### config.mk
export PLATFORM = sky130hd
export DESIGN_NAME = dfls_ctrl
export DESIGN_NICKNAME = d
export VERILOG_FILES = /design/src/hdl/dfls_pkg.sv /design/src/hdl/dfls_ctrl.sv
export SDC_FILE = /design/constraint.sdc
export NUM_CORES = 1
export LEC_CHECK = 0
export ABC_AREA = 1
export BUFFER_PORTS_ARGS = -buffer_cell sky130_fd_sc_hd__buf_2
export CORE_AREA = 2 2 39 41
export DETAILED_ROUTE_END_ITERATION = 7
export DIE_AREA = 0 0 41 43
export PLACE_DENSITY = 0.54
export SYNTH_ARGS = -nofsm -noshare
export SYNTH_HDL_FRONTEND = slang
export SYNTH_SLANG_ARGS = --single-unit
### constraint.sdc
create_clock -name clk -period 1.4 [get_ports clk]
set_clock_uncertainty 0.15 [all_clocks]
set_input_delay 0.07 -clock clk [delete_from_list [all_inputs] [get_ports clk]]
set_output_delay 0.07 -clock clk [all_outputs]
set_load 0.01 [all_outputs]
### src/hdl/dfls_pkg.sv
// Shared types, codes and constants of the decision forest leaf search block.
// No dependencies; every other file imports this package.
package dfls_pkg;

	// Default sizes of the stores and the walk bound
	localparam int NODE_SLOTS_DEF    = 65536;
	localparam int FEATURE_SLOTS_DEF = 4096;
	localparam int SAMPLE_WORDS_DEF  = 262144;
	localparam int MAX_DEPTH_DEF     = 64;

	// Number of trees the tree index is folded into
	localparam int TREE_COUNT = 8;

	// Sum of an 18-bit offset and an 18-bit patch base
	localparam int    SUM_W     = 19;
	localparam longint SUM_LIMIT = longint'(1) << SUM_W;

	// Configuration port
	localparam int CFG_IDX_W  = 1;
	localparam int CFG_DATA_W = 16;

	typedef enum logic [CFG_IDX_W-1:0] {
		CFG_NODES_PER_TREE   = 1'b0,
		CFG_CHANNEL_FEATURES = 1'b1
	} cfg_reg_t;

	typedef enum logic [1:0] {
		FUNC_LOAD_NODE    = 2'd0,
		FUNC_LOAD_OFFSETS = 2'd1,
		FUNC_WRITE_SAMPLE = 2'd2,
		FUNC_EVALUATE     = 2'd3
	} func_t;

	typedef struct packed {
		func_t              func;
		logic [15:0]        node_index;
		logic [15:0]        child_link;
		logic [11:0]        feature_id;
		logic signed [23:0] threshold;
		logic [17:0]        offset_a;
		logic [17:0]        offset_b;
		logic               sample_select;
		logic [17:0]        sample_address;
		logic signed [23:0] sample_value;
		logic [17:0]        patch_offset;
		logic [2:0]         tree_index;
	} req_t;

	typedef struct packed {
		logic [15:0] leaf_index;
		logic        depth_overrun;
	} rsp_t;

	typedef struct packed {
		logic [15:0]        child;
		logic [11:0]        feat;
		logic signed [23:0] thr;
	} node_t;

	typedef struct packed {
		logic [17:0] a;
		logic [17:0] b;
	} offset_t;

	typedef enum logic [2:0] {
		ST_IDLE,
		ST_NODE_RD,
		ST_NODE_CHK,
		ST_ADDR,
		ST_MOD,
		ST_SMP_RD,
		ST_CMP,
		ST_DONE
	} state_t;

	// Controller to datapath
	typedef struct packed {
		logic accept;     // request taken this cycle
		logic eval_load;  // evaluate request: latch tree base and patch
		logic node_rd;    // read node at current slot
		logic off_rd;     // read offset pair of current node's feature
		logic addr_init;  // form offset + patch sums
		logic mod_step;   // one conditional subtract of the address fold
		logic smp_rd;     // read samples
		logic advance;    // compare and move to child
		logic set_ovr;    // mark depth overrun
	} ctrl_cmd_t;

	// Datapath to controller
	typedef struct packed {
		logic is_leaf;
		logic depth_hit;
	} ctrl_status_t;

	// Conditional subtract steps that bring a sum below the sample depth
	function automatic int mod_steps(input int words);
		int n;
		n = 0;
		for (int i = 0; i < 32; i++) begin
			if ((longint'(words) << n) < SUM_LIMIT) n++;
		end
		return n;
	endfunction

endpackage

### src/hdl/dfls_ctrl.sv
// Walk sequencer of the decision forest leaf search block.
// Depends on dfls_pkg; drives dfls_datapath through ctrl_cmd_t.
module dfls_ctrl #(
	parameter int SAMPLE_WORDS = dfls_pkg::SAMPLE_WORDS_DEF
) (
	input  logic                  clk,
	input  logic                  arst_n,
	input  logic                  start,
	input  dfls_pkg::func_t       func,
	input  dfls_pkg::ctrl_status_t status,
	output dfls_pkg::ctrl_cmd_t   cmd,
	output logic                  busy,
	output logic                  rsp_valid
);
	import dfls_pkg::*;

	localparam int MOD_STEPS = mod_steps(SAMPLE_WORDS);
	localparam int STEP_W    = (MOD_STEPS < 2) ? 1 : $clog2(MOD_STEPS);
	localparam logic [STEP_W-1:0] LAST_STEP = STEP_W'((MOD_STEPS > 0) ? MOD_STEPS - 1 : 0);

	state_t            state_q, state_d;
	logic [STEP_W-1:0] step_q;

	// Hold state and fold step count
	always_ff @(posedge clk or negedge arst_n) begin
		if (!arst_n) begin
			state_q <= ST_IDLE;
			step_q  <= '0;
		end else begin
			state_q <= state_d;
			if (state_q == ST_ADDR) begin
				step_q <= '0;
			end else if (state_q == ST_MOD) begin
				step_q <= step_q + 1'b1;
			end
		end
	end

	assign busy = (state_q != ST_IDLE);

	// Next state and commands
	always_comb begin
		state_d   = state_q;
		cmd       = '0;
		rsp_valid = 1'b0;
		cmd.accept = start && !busy;
		case (state_q)
			ST_IDLE: begin
				if (start && func == FUNC_EVALUATE) begin
					cmd.eval_load = 1'b1;
					state_d       = ST_NODE_RD;
				end
			end
			ST_NODE_RD: begin
				cmd.node_rd = 1'b1;
				state_d     = ST_NODE_CHK;
			end
			ST_NODE_CHK: begin
				if (status.is_leaf) begin
					state_d = ST_DONE;
				end else if (status.depth_hit) begin
					cmd.set_ovr = 1'b1;
					state_d     = ST_DONE;
				end else begin
					cmd.off_rd = 1'b1;
					state_d    = ST_ADDR;
				end
			end
			ST_ADDR: begin
				cmd.addr_init = 1'b1;
				state_d       = (MOD_STEPS > 0) ? ST_MOD : ST_SMP_RD;
			end
			ST_MOD: begin
				cmd.mod_step = 1'b1;
				if (step_q == LAST_STEP) state_d = ST_SMP_RD;
			end
			ST_SMP_RD: begin
				cmd.smp_rd = 1'b1;
				state_d    = ST_CMP;
			end
			ST_CMP: begin
				cmd.advance = 1'b1;
				state_d     = ST_NODE_RD;
			end
			ST_DONE: begin
				rsp_valid = 1'b1;
				state_d   = ST_IDLE;
			end
			default: begin
				state_d = ST_IDLE;
			end
		endcase
	end

endmodule

======== Word level (Yosys, flattened, before mapping) ========
Cells that the tools add are included.
word-level totals
  logic and storage cells ................. 41
  input port bits ......................... 7
  register bits after elaboration ......... 4
  RAM bits ................................ 0
  memory bits (read-only) ................. 0
  memories kept ........................... 0
  latch bits .............................. 0
  output and inout port bits .............. 11
operators by class
  reductions and logical operators ........ 7
  add/sub/neg operators ................... 1
  bitwise gates (word level) .............. 0
  magnitude comparators ................... 0
  shift operators ......................... 0
  muxes and demuxes ....................... 21
  equal/unequal tests ..................... 10
  divide/modulo/power cells ............... 0
  multiply operators ...................... 0
operators with widths
  cell                                                                   number
  3-bit one-hot mux with 8 select lines                                  1
  1-bit 2-to-1 mux                                                       16
  3-bit equality test, second input constant                             4
  3-bit 2-to-1 mux                                                       4
  3-bit by 2-bit equality test with 1-bit output, second input constant  2
  2-bit != test, second input constant                                   2
  3-bit by 1-bit equality test with 1-bit output, second input constant  1
  3-bit logical NOT                                                      1
  3-bit nonzero test                                                     1
  2-bit equality test, second input constant                             1
  1-bit logical AND                                                      2
  2-bit AND reduction                                                    1
  2-bit nonzero test                                                     1
  1-bit adder, second input constant                                     1
  1-bit logical NOT                                                      1

======== Logic depth before layout (Yosys ltp) ========
Gate-level depths: netlist (run 1).
  depth after elaboration ................. 4
  gate-level depth with buffers ........... 5
  depth with buffers taken out ............ 5

======== Least setup slack after synthesis (run 1) ========
No wires, ideal clock.
  path type ............................... register to output
  start ................................... reg state_q[0]
  end ..................................... out cmd[5] (netlist bit)
  buffers on the path ..................... 0
  data required time ...................... 1.180 ns
  setup slack ............................. 0.271 ns
  data arrival time ....................... 0.909 ns
  cell stages (with the launch flop) ...... 4
  cell sequence ........................... dfrtp_1 inv_2 nand3_2 nor3_1
RTL lines
  element                 line             RTL
  start, declared         dfls_ctrl.sv:21  state_t state_q, state_d;
  start signal, assigned  dfls_ctrl.sv:30  state_q <= state_d;
  end, declared           dfls_ctrl.sv:11  output dfls_pkg::ctrl_cmd_t cmd,

==> summary.md, run 1 <==
| Metric | Value |
|---|---|
| Die Span Y | `43 µm` |
| Final hold viol count | `0` |
| Antenna cells | `0` |
| Dpl hpwl | `512 µm` |
| CP Launch Point | `state_q[2]` |
| Max_slew headroom | `0.870` |
| First-pass GRT wire length | `1000 µm` |
| Layout cells sized above 1 | `0.603` |
| Via density | `4.18` |
| Worst hold path type | `in -> async` |
| Worst Reg-to-Reg Cells | `5` |
| CP Data Required Time | `1.18 ns` |
| Worst R2R Setup Slack | `0.22 ns` |
| I/O pin count | `18` |
| Overflow after GRT | `0` |
| TritonCTS buffer count | `3` |
| Clock buffer depth | `2` |
| DR pass1 iterations | `2` |
| Status | `finished, final reports clean` |
| Root Driver | `clkbuf_4` |
| FF-to-FF Start | `state_q[1]` |
| Setup Crit Path Kind | `reg -> out` |
| Number of synthesized flops with an enable pin | `0` |
| Crit path capture type | `output pin` |
| Clk sinks | `4` |
| Fin crit share | `0.974` |
| Drt total wl | `692 µm` |
| Cell area after layout | `468 µm²` |
| Syn. warnings | `0` |
| Residual DRC count | `0` |
| DR WL/cell | `8.76 µm` |
| Post-layout min period | `1.36 ns` |
| Ys flop type | `dfrtp_1` |
| Max-Cap Viols | `0` |
| Commonest cells post-synth | `7 x nand2_1, 5 x nor3_1, 4 x dfrtp_1, 4 x inv_1, 4 x nor2_1` |
| Layout area overhead | `79.8%` |
| Die area | `0.00176 mm²` |
| RSZ-0062 raised after global routing | `yes` |
| Initial antenna violation count | `0` |
| Core Rows | `14` |
| Ranking of synthesized cells by area | `dfrtp_1 38%, nand2_1 10%, nor3_1 9.6%` |
| Initial Util | `0.188` |
| PD cells | `2220 mW/mm²` |
| Htree depth | `1` |
| Post-synth top area cell | `dfrtp_1` |
| Top-count cell post-synth | `nand2_1` |
| Worst-Margin Slew | `0.194 ns` |
| Tot GR Track Use | `0.0888` |
| Die Span X | `41 µm` |
| Antenna-violating nets left | `0` |
| Gate Count Post-Synth | `36` |
| Seq cells post-synth | `4` |
| Port Buffers | `17` |
| Sequential share of the synthesized area | `0.385` |
| Pin count of the biggest net entering global routing | `7` |
| Hold slack | `0.0250 ns` |
| CP Launch Type | `flop` |
| CP max FO | `6` |
| Clock Latency Late Sink | `0.23 ns` |
| Fin nets | `72` |
| Max Transition Viols Final | `0` |
| Worst vdd ir | `0.000806 V` |
| Finish-stage setup viols | `0` |
| Tot Pwr | `1040 µW` |
| Post-DP Area | `365 µm²` |
| Crit Reg-Reg Endpoint | `step_q` |
| Initial drt markers | `1` |
| Vias in the first global route | `277` |
| Syn Area/Cell | `7.23 µm²` |
| GP Congestion | `0.741` |
| Area of the core | `0.00138 mm²` |
| Critical Path AT | `1.14 ns` |
| Post-synth top area share | `0.385` |
| Post-synthesis cell type count | `12` |
| DR vias | `330` |
| Async S/R FF share, synth | `1.00` |
| Mapped Area | `260 µm²` |
| Static Leak | `0.000258 µW` |
| CTS tree | `built` |
| Fillers | `158` |
| Worst-path clk slew | `0.04 ns` |
| Net count after synthesis | `43` |
| Fmax | `734 MHz` |
-- cells in the final DEF (no fill, tap or decap), types with 2 or more instances in the layout --
cell,netlist,layout
dfrtp_2,0,2
nand2_1,7,6
nor2_1,4,4
buf_4,0,6
nand3_1,3,3
nor3_1,5,3
inv_1,4,4
dfrtp_1,4,2
nor3_2,0,2
buf_2,0,17
clkbuf_4,0,3
o21ai_0,2,2
nor2_2,2,2
-- layout make-up --
class	count	area [µm²]	area share
multi-input cells	26	158	0.337
inverters	6	25.0	0.0535
clock buffers	3	22.5	0.0481
repair buffers	24	140	0.299
flip-flops and latches	4	103	0.219
well taps	16	20.0	0.0428
-- registers in the layout (all words and copies together), names as in the netlist --
name and cells:
step_q 1, state_q 3
-- worst max-delay path by stage --
stage                   to  slack [ns]  depth (start not counted)
finish              cmd[0]        0.04                          4
global route        cmd[0]       -0.03                          4
detailed placement  cmd[0]        0.18                          4
floorplan           cmd[5]        0.27                          3
global placement    cmd[0]        0.23                          4
CTS                 cmd[7]       0.005                          4
-- worst max-delay path: stages, from the launching register on --
cell	delay (ns)
dfrtp_1	0.39
inv_2	0.13
nand3_4	0.09
nor3b_2	0.15
buf_2	0.15
-- timing repair --
action                                  4_1_cts  5_1_grt
endpoints found under the hold margin         4        0
pin swaps                                     0        1
hold buffers                                  1        0
buffers inserted                              5        1
endpoints found under the setup margin        2        8
resized for setup                             2        5
-- layer usage --
layer | vias up | GRT usage | routed length [µm] | part of all wire
met4 | 0 | 0.100 | 0 | 0
met5 | - | 0 | 0 | 0
met1 | 146 | 0.0850 | 274 | 0.40
met2 | 12 | 0.147 | 372 | 0.54
met3 | 0 | 0 | 45 | 0.065
li1 | 172 | - | - | -
-- kinds of logic (layout without fill, tap and decap cells) --
family | after synthesis | in the layout | synth area share
flip-flops | 4 | 4 | 0.385
buffers and inverters | 6 | 33 | 0.0865
AO/OA/AOI/OAI | 2 | 2 | 0.0385
AND/OR/NAND/NOR | 24 | 24 | 0.490
-- per-stage QoR --
step           TNS [ns]  setup slack [ns]  cells   util
5_1_grt         -0.0933           -0.0345     79  0.338
3_3_place_gp          0             0.226     69  0.264
4_1_cts               0           0.00516     78  0.317
2_1_floorplan         0             0.271     36      -
6_report              0            0.0367     79  0.338
3_5_place_dp          0             0.179     69  0.264
-- power by group --
group	total (µW)	internal (µW)	switching [µW]
sequential	276	183	93.1
clock	141	95.8	45.2
combinational	621	292	329
Power figures use the tool's default switching activity.
==> run 2, diff against run 1 <==
--- a/constraint.sdc
+++ b/constraint.sdc
@@ -3,3 +3,3 @@
 set_input_delay 0.07 -clock clk [delete_from_list [all_inputs] [get_ports clk]]
 set_output_delay 0.07 -clock clk [all_outputs]
-set_load 0.01 [all_outputs]
+set_load 0.005 [all_outputs]
==> summary.md, run 2 (synthesis results as in run 1) <==
| Metric | Value |
|---|---|
| Status | `finished, final reports clean` |
| Max Transition Viols Final | `0` |
| Overflow after GRT | `0` |
| Initial Util | `0.188` |
| Fmax | `735 MHz` |
| Max-Cap Viols | `0` |
| Core Rows | `14` |
| CP max FO | `4` |
| I/O pin count | `18` |
| Clock buffer depth | `2` |
| Critical Path AT | `1.14 ns` |
| Most frequent cells in the layout | `17 x buf_2, 7 x nand2_1, 6 x buf_4` |
| DR pass1 iterations | `2` |
| First-pass GRT wire length | `1000 µm` |
| Layout area overhead | `74.0%` |
| Initial antenna violation count | `0` |
| Final hold viol count | `0` |
| Static Leak | `0.000255 µW` |
| Most flop-heavy register | `state_q` |
| CTS tree | `built` |
| Dpl hpwl | `512 µm` |
| GP Congestion | `0.741` |
| Residual DRC count | `0` |
| Worst vdd ir | `0.000748 V` |
| Htree depth | `1` |
| Storage cell area | `103 µm²` |
| Fillers | `160` |
| Post-layout min period | `1.36 ns` |
| Layout cells sized above 1 | `0.571` |
| Max_slew headroom | `0.869` |
| Area occupied by multi-input gates | `143 µm²` |
| Hold slack | `0.0250 ns` |
| Most common cell after layout, fill and taps aside | `buf_2` |
| PD cells | `2120 mW/mm²` |
| Tot Pwr | `959 µW` |
| Crit path capture type | `output pin` |
| Fin nets | `72` |
| Vias in the first global route | `277` |
| Worst-Margin Slew | `0.195 ns` |
| Drt total wl | `687 µm` |
| Tot GR Track Use | `0.0888` |
| Max stage delay cell, worst path | `dfrtp_2` |
| Pin count of the biggest net entering global routing | `7` |
| Finish-stage setup viols | `0` |
| Slowest Stage Delay on Critical Path | `0.45 ns` |
| Antenna cells | `0` |
| Critical-path cell list | `inv_4 > nand3_2 > nor3b_2 > buf_2` |
| Area of the core | `0.00138 mm²` |
| RSZ-0062 raised after global routing | `yes` |
| Clock Latency Late Sink | `0.23 ns` |
| Placed insts | `69` |
| TritonCTS buffer count | `3` |
| Regs by FF count | `state_q x3, step_q x1` |
| Root Driver | `clkbuf_4` |
| Clk sinks | `4` |
| Setup Crit Path Kind | `reg -> out` |
| Non-Filler Instances | `79` |
| Worst-path clk slew | `0.04 ns` |
| Worst hold path type | `in -> async` |
| DR WL/cell | `8.70 µm` |
| CP Launch Type | `flop` |
| DR vias | `328` |
| Fin crit share | `0.972` |
| Via density | `4.15` |
| Initial drt markers | `1` |
| Largest register FFs | `3` |
| Antenna-violating nets left | `0` |
| Final Core Density | `0.327` |
| Die area | `0.00176 mm²` |
| CP Data Required Time | `1.18 ns` |
| Die Span Y | `43 µm` |
| Port Buffers | `17` |
| Die Span X | `41 µm` |
==> run 2: cell counts in the layout (fill, tap and decap cells not counted) <==
Identical to the previous run, type by type.
==> run 2: final timing paths <==
| path | startpoint | end | slack [ns] | cells past startpoint |
|---|---|---|---|---|
| max | state_q[0] | cmd[0] | 0.04 | 4 |
| min | arst_n | step_q | 0.03 | 2 |
| max reg2reg | state_q[0] | step_q | 0.24 | 5 |
| min reg2reg | state_q[1] | state_q[1] | 0.44 | 1 |
| max in group asynchronous | arst_n | state_q[1] | 0.95 | 2 |
| min in group clk | status[0] | state_q[2] | 0.07 | 3 |
==> run 2: worst max-delay path, delay by kind of cell (launching register included) <==
family | cells | cell delay [ns]
flip-flops | 1 | 0.45
AND/OR/NAND/NOR | 2 | 0.26
buffers and inverters | 2 | 0.21
==> run 2: repair_timing <==
item | 4_1_cts | 5_1_grt
hold endpoints to repair | 4 | 0
cloned | 0 | 0
hold buffers | 1 | 0
setup buffers | 5 | 1
setup endpoints to repair | 2 | 5
pin swaps | 0 | 1
resized for setup | 2 | 2
==> run 2: layer usage <==
metal / wire, µm / up-vias / part of all wire / track usage
met1: 268 / 146 / 0.39 / 0.0850
met2: 373 / 12 / 0.54 / 0.147
met4: 0 / 0 / 0 / 0.100
met3: 46 / 0 / 0.067 / 0
li1: - / 170 / - / -
met5: 0 / - / 0 / 0
==> run 2: report_power, final <==
| part | switching (µW) | internal (µW) | total, µW |
|---|---|---|---|
| clock network | 45.2 | 95.8 | 141 |
| registers | 84.0 | 183 | 267 |
| logic | 275 | 277 | 551 |
==> run 2: cell type report <==
type	instances	share of cell area
clock buffer	3	0.0497
inverter	6	0.0552
multi-input combinational	26	0.315
sequential	4	0.227
tap	16	0.0442
timing repair buffer	24	0.309
==> run 2: metrics by stage <==
step | instance area [µm²] | TNS (ns) | worst slack, ns
after floorplan | 260 | 0 | 0.363
after global placement | 365 | 0 | 0.244
after detailed placement | 365 | 0 | 0.197
after CTS | 439 | 0 | 0.0230
after global routing | 453 | -0.0381 | -0.0203
final | 453 | 0 | 0.0392
